### src/hw/rtl/msie_pkg.sv
// Shared types, constants and opcodes for the MIPS subset executor.
package msie_pkg;

   localparam int MemWords = 4096;
   localparam int MemAddrBits = $clog2(MemWords);

   localparam logic [31:0] PC_START = 32'h0000_0040;
   localparam logic [31:0] PC_LIMIT = 32'h0000_1000;
   localparam logic [31:0] PC_STEP = 32'd2;
   localparam logic [31:0] JUMP_MASK = 32'hF800_0000;
   localparam logic [31:0] SYS_EXIT = 32'd10;
   localparam logic [4:0] REG_V0 = 5'd2;

   localparam logic [2:0] ST_OK = 3'd0;
   localparam logic [2:0] ST_EXIT = 3'd1;
   localparam logic [2:0] ST_BADSYS = 3'd2;
   localparam logic [2:0] ST_ILLEGAL = 3'd3;
   localparam logic [2:0] ST_DIVZERO = 3'd4;

   localparam logic [5:0] OP_SPECIAL = 6'd0;
   localparam logic [5:0] OP_J = 6'd2;
   localparam logic [5:0] OP_BEQ = 6'd4;
   localparam logic [5:0] OP_BNE = 6'd5;
   localparam logic [5:0] OP_ADDI = 6'd8;
   localparam logic [5:0] OP_LUI = 6'd15;
   localparam logic [5:0] OP_SW = 6'd37;
   localparam logic [5:0] OP_LW = 6'd43;

   localparam logic [5:0] FN_SYSCALL = 6'd12;
   localparam logic [5:0] FN_DIV = 6'd26;
   localparam logic [5:0] FN_DIVU = 6'd27;
   localparam logic [5:0] FN_ADD = 6'd32;
   localparam logic [5:0] FN_ADDU = 6'd33;
   localparam logic [5:0] FN_SUB = 6'd34;
   localparam logic [5:0] FN_SUBU = 6'd35;
   localparam logic [5:0] FN_AND = 6'd36;
   localparam logic [5:0] FN_SLT = 6'd42;

   typedef struct packed {
      logic        kind;
      logic [31:0] instruction;
      logic [11:0] preload_index;
      logic [31:0] preload_value;
   } req_type;

   typedef struct packed {
      logic [31:0] next_pc;
      logic [2:0]  status;
      logic        reg_written;
      logic [4:0]  reg_index;
      logic [31:0] reg_value;
      logic        store_done;
      logic [31:0] store_address;
      logic [31:0] store_value;
   } rsp_type;

   typedef struct packed {
      logic        start;
      logic        is_signed;
      logic [31:0] dividend;
      logic [31:0] divisor;
   } div_req_type;

   typedef struct packed {
      logic        done;
      logic [31:0] quotient;
   } div_rsp_type;

endpackage

### src/hw/rtl/msie_divider.sv
// Iterative radix-2 divider, signed or unsigned, one quotient bit per cycle.
module msie_divider (
   input  logic                 clock,
   input  logic                 reset,
   input  msie_pkg::div_req_type div_req,
   output msie_pkg::div_rsp_type div_rsp
);
   import msie_pkg::*;

   logic [31:0] rem_ff, rem_in;
   logic [31:0] quo_ff, quo_in;
   logic [31:0] dvs_ff, dvs_in;
   logic        neg_ff, neg_in;
   logic [5:0]  cnt_ff, cnt_in;
   logic        busy_ff, busy_in;
   logic        done_ff, done_in;
   logic [32:0] trial;
   logic [31:0] mag_a, mag_b, qfinal;

   always_comb begin
      mag_a = (div_req.is_signed && div_req.dividend[31]) ? -div_req.dividend
                                                          : div_req.dividend;
      mag_b = (div_req.is_signed && div_req.divisor[31]) ? -div_req.divisor
                                                         : div_req.divisor;
      trial = {rem_ff, quo_ff[31]} - {1'b0, dvs_ff};
      rem_in = rem_ff;
      quo_in = quo_ff;
      dvs_in = dvs_ff;
      neg_in = neg_ff;
      cnt_in = cnt_ff;
      busy_in = busy_ff;
      done_in = 1'b0;
      if (div_req.start) begin
         rem_in = '0;
         quo_in = mag_a;
         dvs_in = mag_b;
         neg_in = div_req.is_signed && (div_req.dividend[31] ^ div_req.divisor[31]);
         cnt_in = 6'd32;
         busy_in = 1'b1;
      end else if (busy_ff) begin
         if (!trial[32]) begin
            rem_in = trial[31:0];
            quo_in = {quo_ff[30:0], 1'b1};
         end else begin
            rem_in = {rem_ff[30:0], quo_ff[31]};
            quo_in = {quo_ff[30:0], 1'b0};
         end
         cnt_in = cnt_ff - 6'd1;
         if (cnt_ff == 6'd1) begin
            busy_in = 1'b0;
            done_in = 1'b1;
         end
      end
      qfinal = neg_ff ? -quo_ff : quo_ff;
   end

   always_ff @(posedge clock) begin
      if (reset) begin
         busy_ff <= 1'b0;
         done_ff <= 1'b0;
         cnt_ff <= '0;
      end else begin
         busy_ff <= busy_in;
         done_ff <= done_in;
         cnt_ff <= cnt_in;
      end
      rem_ff <= rem_in;
      quo_ff <= quo_in;
      dvs_ff <= dvs_in;
      neg_ff <= neg_in;
   end

   assign div_rsp.done = done_ff;
   assign div_rsp.quotient = qfinal;

   a_done_after_busy: assert property (@(posedge clock) disable iff (reset)
      done_ff |-> $past(busy_ff)) else $error("divider done without busy");
   a_count_live: assert property (@(posedge clock) disable iff (reset)
      busy_ff |-> cnt_ff != 6'd0) else $error("divider busy with zero count");
   a_no_start_busy: assert property (@(posedge clock) disable iff (reset)
      busy_ff |-> !div_req.start) else $error("divider restarted while busy");
endmodule

### config.mk
export PLATFORM = sky130hd
export DESIGN_NAME = msie_divider
export DESIGN_NICKNAME = d
export VERILOG_FILES = /design/src/hw/rtl/msie_pkg.sv /design/src/hw/rtl/msie_divider.sv
export SDC_FILE = /design/constraint.sdc
export NUM_CORES = 1
export LEC_CHECK = 0
export BUFFER_PORTS_ARGS = -buffer_cell sky130_fd_sc_hd__buf_2
export CORE_UTILIZATION = 40
export DETAILED_ROUTE_END_ITERATION = 7
export PLACE_DENSITY_LB_ADDON = 0.08
export SETUP_SLACK_MARGIN = 0.5
export SLEW_MARGIN = 20
export SYNTH_ARGS = -nofsm -noshare
export SYNTH_HDL_FRONTEND = slang
export SYNTH_SLANG_ARGS = --single-unit
### constraint.sdc
create_clock -name clock -period 2.87 [get_ports clock]
set_input_delay 0.4305 -clock clock [delete_from_list [all_inputs] [get_ports clock]]
set_output_delay 0.4305 -clock clock [all_outputs]
set_load 0.005 [all_outputs]
Word level (Yosys, flattened, before mapping)
Cells that the tools add are included.

word-level totals
  bits in writable memories = 0
  latch bits = 0
  bits of input ports = 68
  register bits after elaboration = 105
  output and inout bits = 33
  ROM bits = 0
  memories kept = 0
  logic and storage cells = 35

operators by class
  order comparisons = 0
  reductions and logical operators = 6
  div/mod/pow operators = 0
  bitwise operators = 2
  equality and inequality tests = 1
  mux-type cells = 13
  shift-type cells = 0
  add/subtract/negate cells = 5
  multiply operators = 0

operators with widths
  kind                                                  count
  two-way mux 32 bit                                    6
  negation 32 bit                                       3
  subtractor 33 x 32 -> 33 bit                          1
  two-way mux 6 bit                                     2
  equality test 6 x 1 -> 1 bit (second input constant)  1
  subtractor 6 x 1 -> 6 bit (second input constant)     1
  two-way mux 1 bit                                     5
  logical AND 1 bit                                     3
  OR reduction 3 bit                                    1
  nonzero test 2 bit                                    1
  OR reduction 2 bit                                    1
  NOT 1 bit                                             1
  XOR 1 bit                                             1

Logic depth before layout (Yosys ltp)
  depth after elaboration = 4
  mapped depth = 13
  mapped depth without buffers = 11

Least setup slack after synthesis
No wires, ideal clock.

  path type = register to output
  start = register quo_ff[6]
  end = output div_rsp[31] (netlist name)
  buffers on the path = 0
  slack = -0.178 ns
  data arrival time = 2.618 ns
  cell stages (with the launch flop) = 9
  data required time = 2.440 ns
  path through = edfxtp_1 nor4_4 nand2_2 or4_4 or3_4 or4_4 o41ai_4 nand2_1 xnor2_1

RTL lines
  what                      RTL line            source
  start: declaration        msie_divider.sv:11  logic [31:0] quo_ff, quo_in;
  start signal: assignment  msie_divider.sv:68  quo_ff <= quo_in;
  end: declaration          msie_divider.sv:6   output msie_pkg::div_rsp_type div_rsp

==> flow_summary.toml <==
[detailed_routing]
firstDrtPassIters = 5
route.met2.wl_um = 9850
routed_wl_um = 22000
wl_met3_um = 647
antenna_left = 0
vias = 7186
drt_iter0_drc = 375
viasPerCell = 5.27
drc = 0
drt-met1-wl_um = 11200
wire_per_inst_um = 16.1
routed.top_layer = "met5"

[timing]
skew_ps = 14.6
drv_slew = 0
tightest_slew_ps = 891
rsz0062_at_grt = "true"
min_period_over_period_pct = 126
timing.slew.headroom_pct = 40.5
finalSetupTns_ps = -11080
fmax_mhz = 276
fin_ws_ps = -747
layout_min_cycle_time_ps = 3620
final-hold-violation-count = 0
setup_violations = 24
holdWs_ps = 252

[worst_hold_path]
hp-class = "in -> reg"

[worst_setup_path]
crit_top_cell = "nor4_4"
slowest_delay_ps = 440
arrival_ps = 3190
crit_fanout = 3
cp-end-kind = "primary output"
worstPathCellList = "nor4_4, buf_4, nand2b_4, or4_4, or3_4, nor4_4, nand3b_1, o31ai_2, xnor2_1, buf_2"
worst_path_max_delay_cell = "edfxtp_1"
start_kind = "register"
crit_type = "reg -> out"
critPathRequiredTime_ps = 2440

[final_layout]
mostFrequentLayoutCells = "buf_2 (96), nor2_1 (89), buf_4 (82)"
fin_util_pct = 57.0
syn2layout_area_growth_pct = 37.9
stdcell_count = 1363
drive_gt1_share_pct = 34.8
fin_nets = 1203
final_common_cell = "buf_2"
final_area_mm2 = 0.0108

[clock_network]
cts_tree = "built"
cts_sinks = 105
cts-root-buf = "clkbuf_16"
clk_pin_slew_worst_paths_ps = 70
numCtsBuffers = 9
clk_latency_ps = 360
clock_path_buffers = 2
hold_buffers = 0
cts_htree_levels = 3

[placed_design]
place_congestion = 0.866
dp.cells = 1305
hpwl_um = 15700
place_ws_ps = -348
io_buffer_count = 100
post_dp_cell_area_mm2 = 0.00932

[pwr]
ir_worst_vdd_v = 0.000319
p_total_mw = 5.26
power_leakage_nw = 4.42
p_per_area_mw_per_mm2 = 487

[synth]
synth_fp_nets = 1014
syn_inst = 908
yosysTopAreaCell = "edfxtp_1"
synth-seq-cells = 105
synthesis.area_mm2 = 0.00783
syn_area_per_cell_um2 = 8.62
async_flop_share_pct = 0
ys_warn_count = 0
post_synth_num_cell_types = 65
synth_top_area_share_pct = 24.9
synth-main-ff-cell = "edfxtp_1"
synth.area.top_cells = "edfxtp_1 (25%), dfxtp_1 (10%), xnor2_1 (7.9%), ha_1 (5.9%), a21oi_1 (5.8%)"
synth_edf_count = 65
ys_seq_area_share_pct = 35.2

[global_routing]
grt_first_pass_wirelength_um = 34400
grt_pass1_vias = 6664
grt_max_degree = 60
track_usage_pct = 21.7
overflow = 0
antenna_found_initial = 2

[flow_run]
max-cap-violations = 0

[status]
outcome = "finished with violations"
violations = "negative setup slack"

[die]
start_util_pct = 41.3
die_area_mm2 = 0.0201
core_mm2 = 0.0190
die_h_um = 142
rows = 50
io_pins = 101
die_w_um = 142
## synthesized netlist by cell type (3+ instances only)
cell type,instances
a21oi_1,91
or4_4,3
ha_1,37
o31ai_1,21
o211ai_1,16
edfxtp_1,65
inv_1,59
xor2_1,50
a32oi_1,3
o211a_1,8
dfxtp_1,40
o21a_1,3
a31oi_1,12
clkbuf_1,33
nor4_1,8
xnor2_1,71
mux2i_1,8
nor2_1,104
nand3b_1,5
or4_1,8
o41ai_1,9
nor3_1,16
a21o_1,12
nand3_1,9
buf_4,3
o21ai_0,46
and2_1,3
and4_1,3
and3_1,7
nand4_1,3
or3_1,5
a211oi_1,23
nand2b_1,13
buf_2,4
nor2b_1,6
or2_2,5
nand2_1,60
## metal layers
metal | GRT usage, % | vias up
met5 | 0 | -
met4 | 4.64 | 2
met3 | 3.85 | 18
met2 | 32.8 | 116
met1 | 32.0 | 3386
li1 | - | 3664
## final cells by class
type	count	area [µm²]
Antenna cell	1	2.50
Multi-Input combinational cell	702	5450
Sequential cell	105	2750
Clock inverter	6	98.8
Clock buffer	10	229
Tap cell	260	325
Fill cell	1680	8160
Inverter	59	221
Timing Repair Buffer	220	1720
## cells by family after synthesis
group	count (synthesis)	synth area share, %
AND/OR/NAND/NOR	271	17.3
AO/OA/AOI/OAI	263	21.6
multiplexers	9	1.17
flip-flops	105	35.2
buffers and inverters	101	5.05
adder cells (fa/ha/maj)	38	6.17
XOR/XNOR	121	13.5
## registers in the layout, indices dropped and copies added, names as in the netlist
register and flops:
neg_ff 1, dvs_ff 32, busy_ff 1, done_ff 1, quo_ff 32, cnt_ff 6
rem_ff 32
## path summary, 6_finish.rpt
check | to | from | cells after the start | slack [ps]
min | busy_ff | reset | 2 | 250
max reg2reg | rem_ff[25] | quo_ff[31] | 14 | -20
min reg2reg | cnt_ff[0] | cnt_ff[0] | 2 | 490
max | div_rsp[28] | quo_ff[3] | 10 | -750
## critical path: cells and delay by family (launching register included)
kind	cells	cell delay, ps
buf+inv	2	310
simple gates	6	1680
flops	1	440
xor+xnor	1	160
compound gates	1	250
## where the power goes
| part | total (mW) | switching, mW | internal [mW] |
|---|---|---|---|
| combinational | 1.96 | 1.03 | 0.930 |
| clock | 1.39 | 0.609 | 0.779 |
| sequential | 1.91 | 0.128 | 1.78 |
| total | 5.26 | 1.77 | 3.49 |
## timing repair
item,CTS,global route
setup endpoints to repair,65,77
cloned,5,1
pin swaps,37,36
buffers inserted,18,17
resized for setup,99,69
endpoints found under the hold margin,0,0
(Power assumes the default switching activity.)
